## config.mk

```make
export PLATFORM = sky130hd
export DESIGN_NAME = multilevel_feedback_queue_scheduler_core
export DESIGN_NICKNAME = d
export VERILOG_FILES = /design/src/rtl/core/mfq_pkg.sv /design/src/rtl/core/mfq_store.sv /design/src/rtl/core/mfq_alu.sv /design/src/rtl/core/multilevel_feedback_queue_scheduler_core.sv
export SDC_FILE = /design/constraint.sdc
export NUM_CORES = 2
export LEC_CHECK = 0
export BUFFER_PORTS_ARGS = -buffer_cell sky130_fd_sc_hd__buf_2
export CORE_ASPECT_RATIO = 1.2
export CORE_MARGIN = 2
export CORE_UTILIZATION = 40
export CTS_BUF_LIST = sky130_fd_sc_hd__clkbuf_16
export DETAILED_ROUTE_END_ITERATION = 8
export PLACE_DENSITY = 0.59
export SLEW_MARGIN = 40
export SYNTH_ARGS = -nofsm -noshare
export SYNTH_HDL_FRONTEND = slang
export SYNTH_SLANG_ARGS = --single-unit
export TNS_END_PERCENT = 10
```

## constraint.sdc

```tcl
create_clock -name i_clk -period 14.2 [get_ports i_clk]
set_input_delay 2.13 -clock i_clk [delete_from_list [all_inputs] [get_ports i_clk]]
set_output_delay 2.13 -clock i_clk [all_outputs]
set_load 0.05 [all_outputs]
```

## src/rtl/core/mfq_pkg.sv

```systemverilog
// Shared types, constants and helper functions for the feedback queue scheduler.
package mfq_pkg;

    localparam int QUEUE_DEPTH = 16;
    localparam int QW          = $clog2(QUEUE_DEPTH);
    localparam int CW          = $clog2(QUEUE_DEPTH + 1);
    localparam int SW          = CW + 1;
    localparam int AW          = $clog2(3 * QUEUE_DEPTH);
    localparam int ID_W        = 16;
    localparam int TIME_W      = 16;
    localparam int ENTRY_W     = ID_W + TIME_W;
    localparam logic [TIME_W-1:0] RESET_SLICE = TIME_W'(1000);

    typedef enum logic [2:0] {
        ACT_MOVED    = 3'd0,
        ACT_FINISHED = 3'd1,
        ACT_QUEUED   = 3'd2,
        ACT_BLOCKED  = 3'd3,
        ACT_DROPPED  = 3'd4,
        ACT_IDLE     = 3'd5
    } t_action;

    typedef enum logic [1:0] {
        ST_IDLE,
        ST_POP,
        ST_SERVE
    } t_state;

    // Write request into the queue store
    typedef struct packed {
        logic               en;
        logic [AW-1:0]      addr;
        logic [ENTRY_W-1:0] data;
    } t_wr_req;

    // Result of the shared subtract and compare unit
    typedef struct packed {
        logic              gt;
        logic [TIME_W-1:0] diff;
    } t_alu_res;

    // Map a queue index (0..2) and a slot to a flat store address
    function automatic logic [AW-1:0] f_addr(input logic [1:0] idx, input logic [QW-1:0] slot);
        logic [AW-1:0] base;
        unique case (idx)
            2'd1:    base = AW'(QUEUE_DEPTH);
            2'd2:    base = AW'(2 * QUEUE_DEPTH);
            default: base = '0;
        endcase
        return base + AW'(slot);
    endfunction

    // Tail slot: head plus count, wrapped once
    function automatic logic [QW-1:0] f_tail(input logic [QW-1:0] head, input logic [CW-1:0] cnt);
        logic [SW-1:0] sum;
        sum = SW'(head) + SW'(cnt);
        if (sum >= SW'(QUEUE_DEPTH)) begin
            sum = sum - SW'(QUEUE_DEPTH);
        end
        return sum[QW-1:0];
    endfunction

    // Advance a head pointer with wrap
    function automatic logic [QW-1:0] f_next_head(input logic [QW-1:0] head);
        logic [QW-1:0] nxt;
        if (head == QW'(QUEUE_DEPTH - 1)) begin
            nxt = '0;
        end else begin
            nxt = head + QW'(1);
        end
        return nxt;
    endfunction

endpackage

```

## src/rtl/core/mfq_store.sv

```systemverilog
// Entry store for the three queue levels: one write port, one registered read port.
module mfq_store (
    input  logic                        i_clk,
    input  mfq_pkg::t_wr_req            i_wr,
    input  logic                        i_rd_en,
    input  logic [mfq_pkg::AW-1:0]      i_rd_addr,
    output logic [mfq_pkg::ENTRY_W-1:0] o_rd_data
);

    logic [mfq_pkg::ENTRY_W-1:0] r_mem [0:3*mfq_pkg::QUEUE_DEPTH-1];
    logic [mfq_pkg::ENTRY_W-1:0] r_rd_data;

    // Write one entry
    always_ff @(posedge i_clk) begin
        if (i_wr.en) begin
            r_mem[i_wr.addr] <= i_wr.data;
        end
    end

    // Read one entry, registered
    always_ff @(posedge i_clk) begin
        if (i_rd_en) begin
            r_rd_data <= r_mem[i_rd_addr];
        end
    end

    assign o_rd_data = r_rd_data;

endmodule

```

## src/rtl/core/mfq_alu.sv

```systemverilog
// Shared subtract and compare unit: remaining time against the time slice.
module mfq_alu (
    input  logic [mfq_pkg::TIME_W-1:0] i_time,
    input  logic [mfq_pkg::TIME_W-1:0] i_slice,
    output mfq_pkg::t_alu_res          o_res
);

    logic [mfq_pkg::TIME_W:0] w_sub;

    // Subtract with borrow; greater-than means no borrow and a nonzero difference
    assign w_sub      = {1'b0, i_time} - {1'b0, i_slice};
    assign o_res.diff = w_sub[mfq_pkg::TIME_W-1:0];
    assign o_res.gt   = !w_sub[mfq_pkg::TIME_W] && (w_sub[mfq_pkg::TIME_W-1:0] != '0);

endmodule

```

## src/rtl/core/multilevel_feedback_queue_scheduler_core.sv

```systemverilog
// Top level of the three-level feedback queue scheduler: sequencer, pointers and results.
//
//  channel  | signals                                             | handshake
//  ---------+-----------------------------------------------------+-------------------------
//  command  | i_cmd i_proc_id i_start_level i_service_time        | start high, busy low
//           | i_memory_granted                                    |
//  result   | o_out_id o_served_level o_action o_time_left o_last | o_result_valid, 1 cycle
//  config   | i_cfg_data                                          | i_cfg_valid & o_cfg_ready
//
// An enqueue transaction is handled in its accept cycle; its result shows the next cycle.
// A schedule transaction serves up to three levels in turn (idle if all queues are empty):
// each service reads the queue store through its single registered read port, then runs the
// shared subtract unit and writes back. Each result shows in the cycle after its service.
// Reset (synchronous, active low) empties all queues and loads the slice with 1000;
// the store itself is not cleared. The receiver cannot stall results.
module multilevel_feedback_queue_scheduler_core (
    input  logic                             i_clk,
    input  logic                             i_rst_n,
    input  logic                             start,
    output logic                             busy,
    input  logic                             i_cmd,
    input  logic [mfq_pkg::ID_W-1:0]         i_proc_id,
    input  logic [1:0]                       i_start_level,
    input  logic [mfq_pkg::TIME_W-1:0]       i_service_time,
    input  logic                             i_memory_granted,
    output logic                             o_result_valid,
    output logic [mfq_pkg::ID_W-1:0]         o_out_id,
    output logic [1:0]                       o_served_level,
    output logic [2:0]                       o_action,
    output logic [mfq_pkg::TIME_W-1:0]       o_time_left,
    output logic                             o_last,
    input  logic                             i_cfg_valid,
    output logic                             o_cfg_ready,
    input  logic [mfq_pkg::TIME_W-1:0]       i_cfg_data
);

    mfq_pkg::t_state                   r_state, n_state;
    logic [1:0]                        r_lvl, n_lvl;
    logic [mfq_pkg::QW-1:0]            r_head [0:2];
    logic [mfq_pkg::QW-1:0]            n_head [0:2];
    logic [mfq_pkg::CW-1:0]            r_cnt [0:2];
    logic [mfq_pkg::CW-1:0]            n_cnt [0:2];
    logic [mfq_pkg::TIME_W-1:0]        r_slice;
    logic                              r_res_valid, n_res_valid;
    logic [mfq_pkg::ID_W-1:0]          r_out_id, n_out_id;
    logic [1:0]                        r_out_lvl, n_out_lvl;
    mfq_pkg::t_action                  r_out_act, n_out_act;
    logic [mfq_pkg::TIME_W-1:0]        r_out_tl, n_out_tl;
    logic                              r_out_last, n_out_last;

    mfq_pkg::t_wr_req                  w_wr;
    logic                              w_rd_en;
    logic [mfq_pkg::AW-1:0]            w_rd_addr;
    logic [mfq_pkg::ENTRY_W-1:0]       w_rd_data;
    mfq_pkg::t_alu_res                 w_alu;
    logic [1:0]                        w_sv_idx;
    logic [1:0]                        w_dst_lvl;
    logic [1:0]                        w_dst_idx;
    logic [1:0]                        w_eq_idx;
    logic                              w_more;

    localparam logic [mfq_pkg::CW-1:0] FULL = mfq_pkg::CW'(mfq_pkg::QUEUE_DEPTH);

    mfq_store u_store (
        .i_clk     (i_clk),
        .i_wr      (w_wr),
        .i_rd_en   (w_rd_en),
        .i_rd_addr (w_rd_addr),
        .o_rd_data (w_rd_data)
    );

    mfq_alu u_alu (
        .i_time  (w_rd_data[mfq_pkg::TIME_W-1:0]),
        .i_slice (r_slice),
        .o_res   (w_alu)
    );

    assign busy        = (r_state != mfq_pkg::ST_IDLE);
    assign o_cfg_ready = (r_state == mfq_pkg::ST_IDLE);

    // Level indexes for the entry in service, its destination and an enqueue
    assign w_sv_idx  = r_lvl - 2'd1;
    assign w_dst_lvl = (r_lvl == 2'd1) ? 2'd1 : r_lvl - 2'd1;
    assign w_dst_idx = w_dst_lvl - 2'd1;
    assign w_eq_idx  = i_start_level - 2'd1;

    // Sequencer: next state, pointer updates and result fields
    always_comb begin
        n_state     = r_state;
        n_lvl       = r_lvl;
        n_head      = r_head;
        n_cnt       = r_cnt;
        n_res_valid = 1'b0;
        n_out_id    = r_out_id;
        n_out_lvl   = r_out_lvl;
        n_out_act   = r_out_act;
        n_out_tl    = r_out_tl;
        n_out_last  = r_out_last;
        w_wr        = '0;
        w_rd_en     = 1'b0;
        w_rd_addr   = '0;
        w_more      = 1'b0;

        unique case (r_state)
            mfq_pkg::ST_IDLE: begin
                if (start) begin
                    if (!i_cmd) begin
                        // Enqueue: one result, handled right away
                        n_res_valid = 1'b1;
                        n_out_last  = 1'b1;
                        n_out_id    = i_proc_id;
                        n_out_tl    = i_service_time;
                        if (!i_memory_granted) begin
                            n_out_lvl = 2'd0;
                            n_out_act = mfq_pkg::ACT_BLOCKED;
                        end else if (i_start_level == 2'd0) begin
                            n_out_lvl = 2'd0;
                            n_out_act = mfq_pkg::ACT_DROPPED;
                        end else if (r_cnt[w_eq_idx] == FULL) begin
                            n_out_lvl = i_start_level;
                            n_out_act = mfq_pkg::ACT_DROPPED;
                        end else begin
                            n_out_lvl       = i_start_level;
                            n_out_act       = mfq_pkg::ACT_QUEUED;
                            w_wr.en         = 1'b1;
                            w_wr.addr       = mfq_pkg::f_addr(w_eq_idx,
                                mfq_pkg::f_tail(r_head[w_eq_idx], r_cnt[w_eq_idx]));
                            w_wr.data       = {i_proc_id, i_service_time};
                            n_cnt[w_eq_idx] = r_cnt[w_eq_idx] + mfq_pkg::CW'(1);
                        end
                    end else if (r_cnt[2] != '0) begin
                        n_lvl   = 2'd3;
                        n_state = mfq_pkg::ST_POP;
                    end else if (r_cnt[1] != '0) begin
                        n_lvl   = 2'd2;
                        n_state = mfq_pkg::ST_POP;
                    end else if (r_cnt[0] != '0) begin
                        n_lvl   = 2'd1;
                        n_state = mfq_pkg::ST_POP;
                    end else begin
                        // Nothing queued: report idle
                        n_res_valid = 1'b1;
                        n_out_last  = 1'b1;
                        n_out_id    = '0;
                        n_out_lvl   = 2'd0;
                        n_out_act   = mfq_pkg::ACT_IDLE;
                        n_out_tl    = '0;
                    end
                end
            end

            mfq_pkg::ST_POP: begin
                // Read the front entry and drop it from its queue
                w_rd_en          = 1'b1;
                w_rd_addr        = mfq_pkg::f_addr(w_sv_idx, r_head[w_sv_idx]);
                n_head[w_sv_idx] = mfq_pkg::f_next_head(r_head[w_sv_idx]);
                n_cnt[w_sv_idx]  = r_cnt[w_sv_idx] - mfq_pkg::CW'(1);
                n_state          = mfq_pkg::ST_SERVE;
            end

            mfq_pkg::ST_SERVE: begin
                n_res_valid = 1'b1;
                n_out_id    = w_rd_data[mfq_pkg::ENTRY_W-1:mfq_pkg::TIME_W];
                n_out_lvl   = r_lvl;
                if (w_alu.gt) begin
                    // Charge one slice and move down, or rotate at the lowest level; drop if the target is full
                    n_out_tl = w_alu.diff;
                    if (r_cnt[w_dst_idx] == FULL) begin
                        n_out_act = mfq_pkg::ACT_DROPPED;
                    end else begin
                        n_out_act        = mfq_pkg::ACT_MOVED;
                        w_wr.en          = 1'b1;
                        w_wr.addr        = mfq_pkg::f_addr(w_dst_idx,
                            mfq_pkg::f_tail(r_head[w_dst_idx], r_cnt[w_dst_idx]));
                        w_wr.data        = {n_out_id, w_alu.diff};
                        n_cnt[w_dst_idx] = r_cnt[w_dst_idx] + mfq_pkg::CW'(1);
                    end
                end else begin
                    n_out_act = mfq_pkg::ACT_FINISHED;
                    n_out_tl  = '0;
                end

                // Decide whether a lower level is served in this step
                case (r_lvl)
                    2'd3: begin
                        w_more = (n_cnt[2] == '0) && ((n_cnt[1] != '0) || (n_cnt[0] != '0));
                        n_lvl  = (n_cnt[1] != '0) ? 2'd2 : 2'd1;
                    end
                    2'd2: begin
                        w_more = (n_cnt[2] == '0) && (n_cnt[1] == '0) && (n_cnt[0] != '0);
                        n_lvl  = 2'd1;
                    end
                    default: begin
                        w_more = 1'b0;
                    end
                endcase

                n_out_last = !w_more;
                n_state    = w_more ? mfq_pkg::ST_POP : mfq_pkg::ST_IDLE;
            end

            default: begin
                n_state = mfq_pkg::ST_IDLE;
            end
        endcase
    end

    // State, pointers, counts and result strobe
    always_ff @(posedge i_clk) begin
        if (!i_rst_n) begin
            r_state     <= mfq_pkg::ST_IDLE;
            r_lvl       <= 2'd0;
            r_head      <= '{default: '0};
            r_cnt       <= '{default: '0};
            r_res_valid <= 1'b0;
        end else begin
            r_state     <= n_state;
            r_lvl       <= n_lvl;
            r_head      <= n_head;
            r_cnt       <= n_cnt;
            r_res_valid <= n_res_valid;
        end
    end

    // Slice register, written through the config channel
    always_ff @(posedge i_clk) begin
        if (!i_rst_n) begin
            r_slice <= mfq_pkg::RESET_SLICE;
        end else if (i_cfg_valid && o_cfg_ready) begin
            r_slice <= i_cfg_data;
        end
    end

    // Result payload
    always_ff @(posedge i_clk) begin
        r_out_id   <= n_out_id;
        r_out_lvl  <= n_out_lvl;
        r_out_act  <= n_out_act;
        r_out_tl   <= n_out_tl;
        r_out_last <= n_out_last;
    end

    assign o_result_valid = r_res_valid;
    assign o_out_id       = r_out_id;
    assign o_served_level = r_out_lvl;
    assign o_action       = r_out_act;
    assign o_time_left    = r_out_tl;
    assign o_last         = r_out_last;

    // Counts never pass the queue depth
    a_cnt_bound: assert property (@(posedge i_clk) disable iff (!i_rst_n)
        (r_cnt[0] <= FULL) && (r_cnt[1] <= FULL) && (r_cnt[2] <= FULL))
        else $error("queue count beyond depth");

    // Every service produces a result in the next cycle
    a_serve_result: assert property (@(posedge i_clk) disable iff (!i_rst_n)
        (r_state == mfq_pkg::ST_SERVE) |=> o_result_valid)
        else $error("service without result");

    // An accepted transaction yields a result or keeps the sequencer busy
    a_accept_progress: assert property (@(posedge i_clk) disable iff (!i_rst_n)
        (start && !busy) |=> (o_result_valid || busy))
        else $error("accepted transaction made no progress");

    // The final result coincides with the sequencer being free
    a_last_free: assert property (@(posedge i_clk) disable iff (!i_rst_n)
        o_result_valid |-> (o_last == !busy))
        else $error("last flag out of step with busy");

endmodule

```

==> impl_metrics.env <==
export IMPL_drc_errors=0
export IMPL_hold_viol_final=0
export IMPL_first_pass_iters=6
export IMPL_cp_data_required_time_ns=14.69
export IMPL_end_kind="flip-flop"
export IMPL_synth_top_flop_cell="edfxtp_1"
export IMPL_finalCriticalPeriod_ns=6.776
export IMPL_holdWs_ns=0.4698
export IMPL_drt_iter0_markers=4934
export IMPL_synth_edff_count=1606
export IMPL_final_period_utilization_pct=47.72
export IMPL_fin_area_mm2=0.07713
export IMPL_fmax_mhz=147.6
export IMPL_numCtsBuffers=160
export IMPL_start_util_pct=40.19
export IMPL_rsz0062_at_grt="no"
export IMPL_place_area_mm2=0.07199
export IMPL_overflow=0
export IMPL_synth_cell_types=75
export IMPL_port_buffers=96
export IMPL_rows=165
export IMPL_cpLargestDelayFamily="simple AND/OR/NAND/NOR gates"
export IMPL_dp_hpwl_um=114300
export IMPL_maxSlewViolCount=0
export IMPL_synth_yosys_seq_area_share_pct=72.74
export IMPL_path_max_fanout=60
export IMPL_syn2layout_area_growth_pct=14.06
export IMPL_ir_drop_uv=149.2
export IMPL_synth_area_per_cell_um2=13.63
export IMPL_synth_area_mm2=0.06762
export IMPL_drive_gt1_share_pct=11.49
export IMPL_postCtsHoldBufs=0
export IMPL_wl_per_cell_um=26.11
export IMPL_tns_ns=0
export IMPL_cts_resized=0
export IMPL_path_cells="clkinv_1 -> ha_2 -> nor2b_1 -> o2bb2ai_1 -> and2_4 -> nand2_4 -> buf_4 -> buf_4 -> o22ai_1 -> a311oi_1 -> a211oi_1 -> a21oi_1 -> nor2_1 -> a21oi_1"
export IMPL_antenna_found_initial=3
export IMPL_p_total_w=0.01101
export IMPL_path_buf_inv=3
export IMPL_io_pins=97
export IMPL_syn_instance_count=4962
export IMPL_fp_coreArea_mm2=0.1683
export IMPL_clockBufferDepth=3
export IMPL_hold_path_class="reg2reg"
export IMPL_cap_violations=0
export IMPL_clkSinkCount=1654
export IMPL_viasPerCell=5.855
export IMPL_powerDensity_mw_per_mm2=142.8
export IMPL_cts_root_buf="clkbuf_16"
export IMPL_yosysWarnings=0
export IMPL_max_stage_delay_ns=0.74
export IMPL_path_clk_slew_ns=0.06
export IMPL_die_area_mm2=0.1724
export IMPL_ys_seq_elements=1654
export IMPL_clock_skew_ns=0.04452
export IMPL_wl_um=192700
export IMPL_relSlewSlack_pct=38.66
export IMPL_h_tree_depth=4
export IMPL_post_cts_buffers=0
export IMPL_worst_setup_path_type="reg2reg"
export IMPL_die_width_um=379.3
export IMPL_cpMaxStageDelayCell="and2_4"
export IMPL_status="finished clean"
export IMPL_clk_latency_ns=0.81
export IMPL_syn_num_nets=5064
export IMPL_grt_max_degree=188
export IMPL_final_antenna_net_count=0
export IMPL_cts_tree="built"
export IMPL_grt_pass1_wl_um=282000
export IMPL_worstSetupStartpointType="flip-flop"
export IMPL_track_usage_pct=22.12
export IMPL_tightest_slew_ns=0.9201
export IMPL_leakage_nw=25.53
export IMPL_dp_cells=7083
export IMPL_fp_dieH_um=454.4
export IMPL_fin_nets=5098
export IMPL_num_vias=43210
export IMPL_layout_cells_non_filler=7381
export IMPL_grt_pass1_vias=41620
export IMPL_place_congestion=0.9056
export IMPL_critical_path_arrival_ns=7.27
export IMPL_synthArstFlopShare_pct=0
export IMPL_setup_viol=0
==> kinds of logic (layout without fill, tap and decap cells) <==
| group | Yosys count | after routing | share of synthesized area (%) |
|---|---|---|---|
| DFF | 1654 | 1654 | 72.74 |
| and+or+nand+nor | 1463 | 1463 | 9.707 |
| AOI/OAI and AO/OA | 1288 | 1288 | 13.04 |
| buffers and inverters | 429 | 592 | 2.405 |
| muxes | 59 | 59 | 0.9252 |
| adders and majority gates | 46 | 46 | 0.8845 |
| xor gates and xnor gates | 23 | 23 | 0.2979 |
| other | 0 | 2 | 0 |
==> cells in the mapped netlist, types with 104 or more instances <==
master,number,area [µm²]
edfxtp_1,1606,48230
nand2_1,886,3326
clkbuf_1,336,1261
o21ai_0,242,1211
a21oi_1,226,1131
a311oi_1,193,1690
nand3_1,156,780.8
o221ai_1,139,1217
nand3b_1,133,998.5
o22ai_1,131,819.5
nor2_1,130,488.0
o211ai_1,104,780.8
==> worst min-delay path: stages, from the launching register on <==
cell and delay, ns:
dfxtp_1 0.31, nand2_1 0.05, a21boi_0 0.06
==> worst paths after layout <==
check	startpoint	endpoint	slack [ns]	cells past startpoint
setup / recovery	r_lvl[0]	u_store.o_rd_data[4]	7.42	14
hold / removal	r_slice[13]	r_slice[13]	0.47	2
setup reg to reg	r_lvl[0]	u_store.o_rd_data[4]	7.42	14
hold reg to reg	r_slice[13]	r_slice[13]	0.47	2
==> registers in the layout, indices dropped and copies added (netlist names), 3 cells and up <==
| name | cells |
|---|---|
| r_cnt | 15 |
| r_head | 12 |
| u_store.o_rd_data | 32 |
| o_out_id | 16 |
| r_slice | 16 |
| o_action | 3 |
| u_store.r_mem | 1536 |
| o_time_left | 16 |
==> where the power goes <==
part           internal, W  switching, W
Sequential         0.00553     0.0000824
Clock              0.00225       0.00184
Combinational     0.000341      0.000966
==> cell type report <==
class | instances | area [µm²]
fillers | 14680 | 91130
flip-flops and latches | 1654 | 49190
multi-input cells | 2879 | 17400
clock buffers | 161 | 4029
well taps | 2254 | 2820
repair buffers | 256 | 2531
clock inverters | 130 | 985.9
inverters | 45 | 168.9
diodes | 2 | 5.005
==> routing by layer <==
metal	wire, µm	share of wire (%)	up-vias	GRT usage [%]
li1	-	-	19360	-
met5	0	0	-	0
met3	14480	7.5	295	3.566
met4	6252	3.2	0	7.707
met2	93410	48	1765	36.46
met1	78600	41	21790	29.68
==> placed cells by master, fill, tap and decap left out, types with 10 or more instances in the layout <==
cell type | netlist | final
a211oi_1 | 35 | 34
a21boi_0 | 23 | 23
a21oi_1 | 226 | 226
a221oi_1 | 12 | 12
a22o_1 | 48 | 46
a311oi_1 | 193 | 193
a31oi_1 | 72 | 72
and3_1 | 66 | 66
buf_16 | 0 | 18
buf_2 | 10 | 95
buf_4 | 1 | 81
buf_8 | 0 | 49
bufinv_16 | 0 | 10
clkbuf_16 | 0 | 161
clkinv_1 | 2 | 35
clkinv_2 | 0 | 18
dfxtp_1 | 48 | 48
edfxtp_1 | 1606 | 1606
ha_1 | 43 | 41
inv_1 | 43 | 95
mux2_2 | 28 | 28
mux2i_1 | 31 | 31
nand2_1 | 886 | 879
nand3_1 | 156 | 154
nand3b_1 | 133 | 133
nor2_1 | 130 | 80
nor2_4 | 0 | 49
nor3_1 | 42 | 42
o211ai_1 | 104 | 104
o21ai_0 | 242 | 233
o221ai_1 | 139 | 139
o22ai_1 | 131 | 131
xnor2_1 | 17 | 17
==> metrics by stage <==
stage	setup slack [ns]	utilization, %
after global routing	7.248	45.84
after CTS	7.400	45.77
after floorplan	7.353	-
after global placement	6.552	42.05
final	7.424	45.84
after detailed placement	6.791	42.79
Note: power is estimated with default switching activity, not from simulation.
